`src/rtl/sfq_pkg.sv`:
```
package sfq_pkg;

  localparam int unsigned QUEUE_DEPTH = 16;
  localparam int unsigned IDX_W       = $clog2(QUEUE_DEPTH);
  localparam int unsigned CNT_W       = $clog2(QUEUE_DEPTH + 1);
  localparam int unsigned DATA_W      = 32;
  localparam int unsigned POS_W       = 5;

  localparam logic [1:0] FUNC_ENQ    = 2'd0;
  localparam logic [1:0] FUNC_DEQ    = 2'd1;
  localparam logic [1:0] FUNC_PEEK   = 2'd2;
  localparam logic [1:0] FUNC_SEARCH = 2'd3;

  localparam logic [1:0] ST_OK       = 2'd0;
  localparam logic [1:0] ST_EMPTY    = 2'd1;
  localparam logic [1:0] ST_FULL     = 2'd2;
  localparam logic [1:0] ST_NOTFOUND = 2'd3;

  typedef struct packed {
    logic [1:0]               func;
    logic signed [DATA_W-1:0] value;
  } sfq_req_t;

  typedef struct packed {
    logic [1:0]               status;
    logic signed [DATA_W-1:0] head_value;
    logic [POS_W-1:0]         position;
  } sfq_rsp_t;

  // Chain-wide control from the sequencer
  typedef struct packed {
    logic             adv;
    logic             load;
    logic [CNT_W-1:0] occ;
  } sfq_ctl_t;

  // Per-cell control
  typedef struct packed {
    logic adv;
    logic load;
  } sfq_cell_ctl_t;

endpackage

```
`src/rtl/sfq_cell.sv`:
```
module sfq_cell (
  input  logic                         clk_i,
  input  sfq_pkg::sfq_cell_ctl_t       ctl_i,
  input  logic [sfq_pkg::DATA_W-1:0]   nbr_i,
  input  logic [sfq_pkg::DATA_W-1:0]   load_i,
  output logic [sfq_pkg::DATA_W-1:0]   data_o
);
  import sfq_pkg::*;

  logic [DATA_W-1:0] data_q;

  always_ff @(posedge clk_i) begin
    priority if (ctl_i.load) begin
      data_q <= load_i;
    end else if (ctl_i.adv) begin
      data_q <= nbr_i;
    end else begin
      data_q <= data_q;
    end
  end

  assign data_o = data_q;

endmodule

```
`src/rtl/sfq_ctrl.sv`:
```
module sfq_ctrl (
  input  logic                        clk_i,
  input  logic                        rst_ni,
  input  logic                        req_valid_i,
  output logic                        req_ready_o,
  input  sfq_pkg::sfq_req_t           req_i,
  output logic                        rsp_valid_o,
  input  logic                        rsp_ready_i,
  output sfq_pkg::sfq_rsp_t           rsp_o,
  input  logic [sfq_pkg::DATA_W-1:0]  head_i,
  output sfq_pkg::sfq_ctl_t           ctl_o
);
  import sfq_pkg::*;

  typedef enum logic [2:0] {
    S_IDLE   = 3'b001,
    S_SEARCH = 3'b010,
    S_DONE   = 3'b100
  } state_e;

  state_e            state_q, state_d;
  logic [CNT_W-1:0]  occ_q, occ_d;
  logic [IDX_W-1:0]  step_q, step_d;
  logic [DATA_W-1:0] key_q, key_d;
  logic              found_q, found_d;
  logic [CNT_W-1:0]  pos_q, pos_d;
  logic              rsp_valid_q, rsp_valid_d;
  sfq_rsp_t          rsp_q, rsp_d;

  logic out_free, accept, hit;

  assign out_free    = !rsp_valid_q || rsp_ready_i;
  assign req_ready_o = (state_q == S_IDLE) && out_free;
  assign accept      = req_valid_i && req_ready_o;
  // Cell 0 holds entry number step_q while the chain rotates
  assign hit = !found_q && (CNT_W'(step_q) < occ_q) && (head_i == key_q);

  always_comb begin
    state_d     = state_q;
    occ_d       = occ_q;
    step_d      = step_q;
    key_d       = key_q;
    found_d     = found_q;
    pos_d       = pos_q;
    rsp_valid_d = rsp_valid_q && !rsp_ready_i;
    rsp_d       = rsp_q;
    ctl_o.adv   = 1'b0;
    ctl_o.load  = 1'b0;
    ctl_o.occ   = occ_q;

    unique case (state_q)
      S_IDLE: begin
        if (accept) begin
          rsp_d.status     = ST_OK;
          rsp_d.head_value = '0;
          rsp_d.position   = '0;
          if (req_i.func == FUNC_ENQ) begin
            rsp_valid_d = 1'b1;
            if (occ_q == CNT_W'(QUEUE_DEPTH)) begin
              rsp_d.status = ST_FULL;
            end else begin
              ctl_o.load = 1'b1;
              occ_d      = occ_q + 1'b1;
            end
          end else if (occ_q == '0) begin
            rsp_valid_d  = 1'b1;
            rsp_d.status = ST_EMPTY;
          end else if (req_i.func == FUNC_DEQ) begin
            // one rotation step moves the next entry into cell 0
            rsp_valid_d = 1'b1;
            ctl_o.adv   = 1'b1;
            occ_d       = occ_q - 1'b1;
          end else if (req_i.func == FUNC_PEEK) begin
            rsp_valid_d      = 1'b1;
            rsp_d.head_value = head_i;
          end else begin
            key_d   = req_i.value;
            step_d  = '0;
            found_d = 1'b0;
            pos_d   = '0;
            state_d = S_SEARCH;
          end
        end
      end
      S_SEARCH: begin
        // full turn of the ring leaves the order as it was
        ctl_o.adv = 1'b1;
        if (hit) begin
          found_d = 1'b1;
          pos_d   = CNT_W'(step_q) + 1'b1;
        end
        step_d = step_q + 1'b1;
        if (step_q == IDX_W'(QUEUE_DEPTH - 1)) begin
          state_d = S_DONE;
        end
      end
      S_DONE: begin
        if (out_free) begin
          rsp_valid_d      = 1'b1;
          rsp_d.status     = found_q ? ST_OK : ST_NOTFOUND;
          rsp_d.head_value = '0;
          rsp_d.position   = found_q ? POS_W'(pos_q) : '0;
          state_d          = S_IDLE;
        end
      end
      default: begin
        state_d = S_IDLE;
      end
    endcase
  end

  always_ff @(posedge clk_i or negedge rst_ni) begin
    if (!rst_ni) begin
      state_q     <= S_IDLE;
      occ_q       <= '0;
      rsp_valid_q <= 1'b0;
    end else begin
      state_q     <= state_d;
      occ_q       <= occ_d;
      rsp_valid_q <= rsp_valid_d;
    end
  end

  always_ff @(posedge clk_i) begin
    step_q  <= step_d;
    key_q   <= key_d;
    found_q <= found_d;
    pos_q   <= pos_d;
    rsp_q   <= rsp_d;
  end

  assign rsp_valid_o = rsp_valid_q;
  assign rsp_o       = rsp_q;

endmodule

```
`src/rtl/searchable_fifo_queue.sv`:
```
// Searchable FIFO queue of signed 32-bit values, QUEUE_DEPTH entries deep.
// Request channel (req_valid_i/req_ready_o/req_i) carries func and value:
// enqueue, dequeue, peek or search. Each request yields exactly one
// response transfer on rsp_valid_o/rsp_ready_i/rsp_o with status,
// head_value and position.
// Entries live in a ring of cells; cell 0 is always the head. Enqueue
// writes the cell at the fill count, dequeue rotates the ring one step.
// Enqueue, dequeue and peek responses are registered and appear in the
// cycle after the request is taken. A search rotates the ring a full turn
// in S_SEARCH, comparing the key against cell 0 once per cycle, then
// registers its result from S_DONE. One request is in flight at a time.
// The response sits in an output register; a new request is taken in the
// cycle the previous response is transferred. While the receiver stalls
// a response, no request is accepted and a finished search holds its
// result. Reset empties the queue and drops any pending response;
// cell contents are not cleared.
module searchable_fifo_queue (
  input  logic               clk_i,
  input  logic               rst_ni,
  input  logic               req_valid_i,
  output logic               req_ready_o,
  input  sfq_pkg::sfq_req_t  req_i,
  output logic               rsp_valid_o,
  input  logic               rsp_ready_i,
  output sfq_pkg::sfq_rsp_t  rsp_o
);
  import sfq_pkg::*;

  sfq_ctl_t          ctl;
  logic [DATA_W-1:0] cell_data [QUEUE_DEPTH];

  sfq_ctrl u_ctrl (
    .clk_i       (clk_i),
    .rst_ni      (rst_ni),
    .req_valid_i (req_valid_i),
    .req_ready_o (req_ready_o),
    .req_i       (req_i),
    .rsp_valid_o (rsp_valid_o),
    .rsp_ready_i (rsp_ready_i),
    .rsp_o       (rsp_o),
    .head_i      (cell_data[0]),
    .ctl_o       (ctl)
  );

  for (genvar i = 0; i < QUEUE_DEPTH; i++) begin : g_cell
    sfq_cell_ctl_t cell_ctl;

    assign cell_ctl.adv  = ctl.adv;
    assign cell_ctl.load = ctl.load && (ctl.occ == CNT_W'(i));

    sfq_cell u_cell (
      .clk_i  (clk_i),
      .ctl_i  (cell_ctl),
      .nbr_i  (cell_data[(i + 1) % QUEUE_DEPTH]),
      .load_i (req_i.value),
      .data_o (cell_data[i])
    );
  end

`ifndef SYNTHESIS
  a_occ_bound: assert property (@(posedge clk_i) disable iff (!rst_ni)
    ctl.occ <= CNT_W'(QUEUE_DEPTH))
    else $error("fill count exceeds depth");

  a_load_room: assert property (@(posedge clk_i) disable iff (!rst_ni)
    ctl.load |-> (ctl.occ < CNT_W'(QUEUE_DEPTH)) && !ctl.adv)
    else $error("cell load with full queue or during rotation");

  a_full_status: assert property (@(posedge clk_i) disable iff (!rst_ni)
    (req_valid_i && req_ready_o && (req_i.func == FUNC_ENQ) &&
     (ctl.occ == CNT_W'(QUEUE_DEPTH)))
    |=> rsp_valid_o && (rsp_o.status == ST_FULL) && $stable(ctl.occ))
    else $error("enqueue into full queue not refused");
`endif

endmodule

```
`config.mk`:
```
export PLATFORM = sky130hd
export DESIGN_NAME = searchable_fifo_queue
export DESIGN_NICKNAME = d
export VERILOG_FILES = /design/src/rtl/sfq_pkg.sv /design/src/rtl/sfq_cell.sv /design/src/rtl/sfq_ctrl.sv /design/src/rtl/searchable_fifo_queue.sv
export SDC_FILE = /design/constraint.sdc
export NUM_CORES = 1
export LEC_CHECK = 0
export BUFFER_PORTS_ARGS = -buffer_cell sky130_fd_sc_hd__clkbuf_2
export CAP_MARGIN = 30
export CORE_MARGIN = 2
export CORE_UTILIZATION = 63
export DETAILED_ROUTE_END_ITERATION = 10
export PLACE_DENSITY_LB_ADDON = 0.1
export SETUP_SLACK_MARGIN = 0.2
export SLEW_MARGIN = 15
export SYNTH_ARGS = -nofsm -noshare
export SYNTH_HDL_FRONTEND = slang
export SYNTH_HIERARCHICAL = 1
export SYNTH_SLANG_ARGS = --single-unit
```
`constraint.sdc`:
```
create_clock -name clk_i -period 4.8 [get_ports clk_i]
set_input_delay 1.2 -clock clk_i [delete_from_list [all_inputs] [get_ports clk_i]]
set_output_delay 1.2 -clock clk_i [all_outputs]
set_load 0.02 [all_outputs]
```
==> metrics.csv <==
metric,value,unit
Slew HR,38.44,%
arrival time at the worst endpoint,3740,ps
Hold Path Class,in -> async,
power per cell area,412.7,nW/um^2
Layout Utilization,71.13,%
CTS root buf,clkbuf_16,
Max-cap violations,0,
Tcrit/Tclk final,71.05,%
Flop pwr share,51.4,%
Sink Count,602,
"top cells by count, synth","edfxtp_1, mux2_4, buf_12, mux2_2, and2_1",
max-slew violations,0,
clock power share,36.0,%
Synth Register Bits,602,
share of cells above drive strength 1,49.97,%
Final min period,3410,ps
number of synthesized flops with an enable pin,593,
"Hold Vio Cnt, Final",0,
RSZ-0062 raised after global routing,no,
initial antenna violation count,2,
Pre-antenna DRT Iters,5,
Initial Utilization,63.65,%
share of the synthesized area in the top cell type,63.40,%
Post-CTS Hold Fix Bufs,0,
Power Internal,9.857,mW
CP Data Required Time,5130,ps
row count,77,
ys flop type,edfxtp_1,
clock latency on the worst-skew pair,590,ps
clock skew,21.92,ps
Mapped Nets,1437,
via-per-instance ratio,5.842,
Synth cell types,43,
register area share after synthesis,64.21,%
Setup TNS,0,ps
CTS tree,done,
Final ANT Viol Nets,0,
Crit path top cell by count,buf_4,
worst-path fanout max,20,
Finish-stage setup viols,0,
Comb power frac,12.6,%
f_max,293.2,MHz
CORE AREA,44120,sq um
TritonCTS Buffers,66,
Crit Path Class,in -> reg,
Synth-to-Final Area Change,11.74,%
CP max stage delay,570,ps
die height,215.1,um
switching share of power,23.89,%
Synth async-reset ratio,1.495,%
largest net degree at the start of global routing,40,
nets@finish,1606,
total setup buffers inserted after CTS,0,
ANT cells,0,
1st-iter DRT viols,1240,
DRC viols,0,
vias in the first global route,12940,
Area contributors post-synth,"edfxtp_1, mux2_4, buf_12",
IO Port Bufs,78,
total track usage,24.99,%
Synth Warn #,6,
die area,46290,sq um
Reg2Reg Setup Slack,1590,ps
PostCTS Resize Cnt,0,
Mean Syn Cell Area,20.24,sq um
Wirelength per Cell,25.78,um
"count leader, synth",edfxtp_1,
GPL Wtd Cong,0.8187,
die width,215.1,um
measured slew at the worst slew-check pin,921.3,ps
global-route wire length before repair,84590,um
clock-pin slew on the worst setup and hold paths,60,ps
dpl hpwl,36370,um
crit-path cells,clkbuf_2 > nor2b_1 > nor4b_2 > nand2_1 > a211oi_1 > buf_4 > or4b_4 > nor3_4 > buf_12 > buf_4 > mux2_4,
CTS H-tree depth,3,
Sw Pwr,3.094,mW
grt ovf,0,
via count,12820,
Routed Wire Length,56590,um
status,"finished, final reports clean",
slowest CP cell,or4b_4,
# IOs,79,
Startpoint Class,primary input,
Syn Std Cell Area,28090,sq um
Leak,11.40,nW
CP endpoint kind,flip-flop,
gate count after technology mapping,1388,
maximum clock path buffer count,3,
peak supply drop,0.3220,mV
Synth area leader,edfxtp_1,
## layer usage
metal | track usage [%] | up-vias | share of wire (%)
li1 | - | 5704 | -
met1 | 37.12 | 6576 | 46
met2 | 37.70 | 449 | 45
met3 | 5.435 | 94 | 7.0
met4 | 6.713 | 0 | 2.2
met5 | 0 | - | 0
## layout make-up
class,instances,area [sq um]
multi-input combinational,707,8985
clock buffer,94,1863
timing repair buffer,170,1627
sequential,602,18030
clock inverter,20,97.59
inverter,10,37.54
tap,592,740.7
fill,2769,12740
## placed cells by master, fill, tap and decap left out, drive strengths merged
master,netlist,layout
or3,3,3
nor4,7,7
buf,65,92
or3b,1,1
and2,34,34
dfrtp,8,8
mux2,512,512
a21o,1,1
clkinvlp,0,1
nor4b,1,1
edfxtp,593,593
o21a,1,1
o21ai,9,9
and3,7,7
a211oi,1,1
clkbuf,4,172
o31ai,1,1
a21oi,8,8
nand4,4,4
nor2,19,19
nor2b,2,2
inv,10,11
nand2,10,10
a311oi,1,1
xnor2,10,10
clkinv,0,18
nor3,4,4
nand4b,1,1
or4b,1,1
ha,10,10
or2,16,16
xor2,28,28
nand3,5,5
dfstp,1,1
fa,1,1
nand2b,5,5
nand4bb,2,2
o2111ai,2,2
## path summary, 6_finish.rpt
| check | startpoint | end | cells past startpoint |
|---|---|---|---|
| hold / removal | rst_ni | u_ctrl/state_q[2] | 1 |
| max in group asynchronous | rst_ni | u_ctrl/state_q[0] | 1 |
| min in group clk_i | g_cell[8].u_cell/data_o[8] | g_cell[7].u_cell/data_o[8] | 1 |
| setup reg to reg | u_ctrl/rsp_valid_o | g_cell[0].u_cell/data_o[14] | 10 |
| setup / recovery | rsp_ready_i | g_cell[0].u_cell/data_o[14] | 11 |
| hold reg to reg | g_cell[8].u_cell/data_o[8] | g_cell[7].u_cell/data_o[8] | 1 |
## power groups by stage
stage / registers [mW] / logic, mW / clock network (mW)
2_1_floorplan: 6.76 / 0.940 / 0
3_3_place_gp: 6.75 / 1.59 / 0
3_5_place_dp: 6.75 / 1.62 / 0
4_1_cts: 6.65 / 1.64 / 4.75
5_1_grt: 6.69 / 1.74 / 4.94
6_report: 6.65 / 1.64 / 4.66
## metrics by stage
stage,hold slack (ps),cell area [sq um],setup WS (ps),power [mW],std cells
global route,455.6,31380,1273,13.37,2195
floorplan,524.6,28090,238.2,7.698,1388
finish,471.6,31380,1390,12.95,2195
global placement,528.4,29410,858.6,8.333,2080
detailed placement,532.4,29410,843.8,8.371,2080
CTS,444.8,31370,1427,13.04,2194
## flip-flops by register name, summed over array words and instances, names as in the netlist
signal                count
g_cell.u_cell/data_o    512
u_ctrl/found_q            1
u_ctrl/key_q             32
u_ctrl/occ_q              5
u_ctrl/pos_q              5
u_ctrl/rsp_o             39
u_ctrl/rsp_valid_o        1
u_ctrl/state_q            3
u_ctrl/step_q             4
## critical path: cells and delay by family
| kind | cells | cell delay, ps |
|---|---|---|
| and+or+nand+nor | 5 | 1320 |
| buffers and inverters | 4 | 620 |
| muxes | 1 | 310 |
| AOI/OAI and AO/OA | 1 | 260 |
## cells by family after synthesis
family	Yosys count	share of synthesized area, %
mux	512	26.73
flops	602	64.21
simple gates	122	2.570
fa+ha+maj	11	0.5168
buf+inv	79	4.268
compound gates	24	0.5257
xor+xnor	38	1.185
No activity file was read; power rests on OpenSTA's default activity.
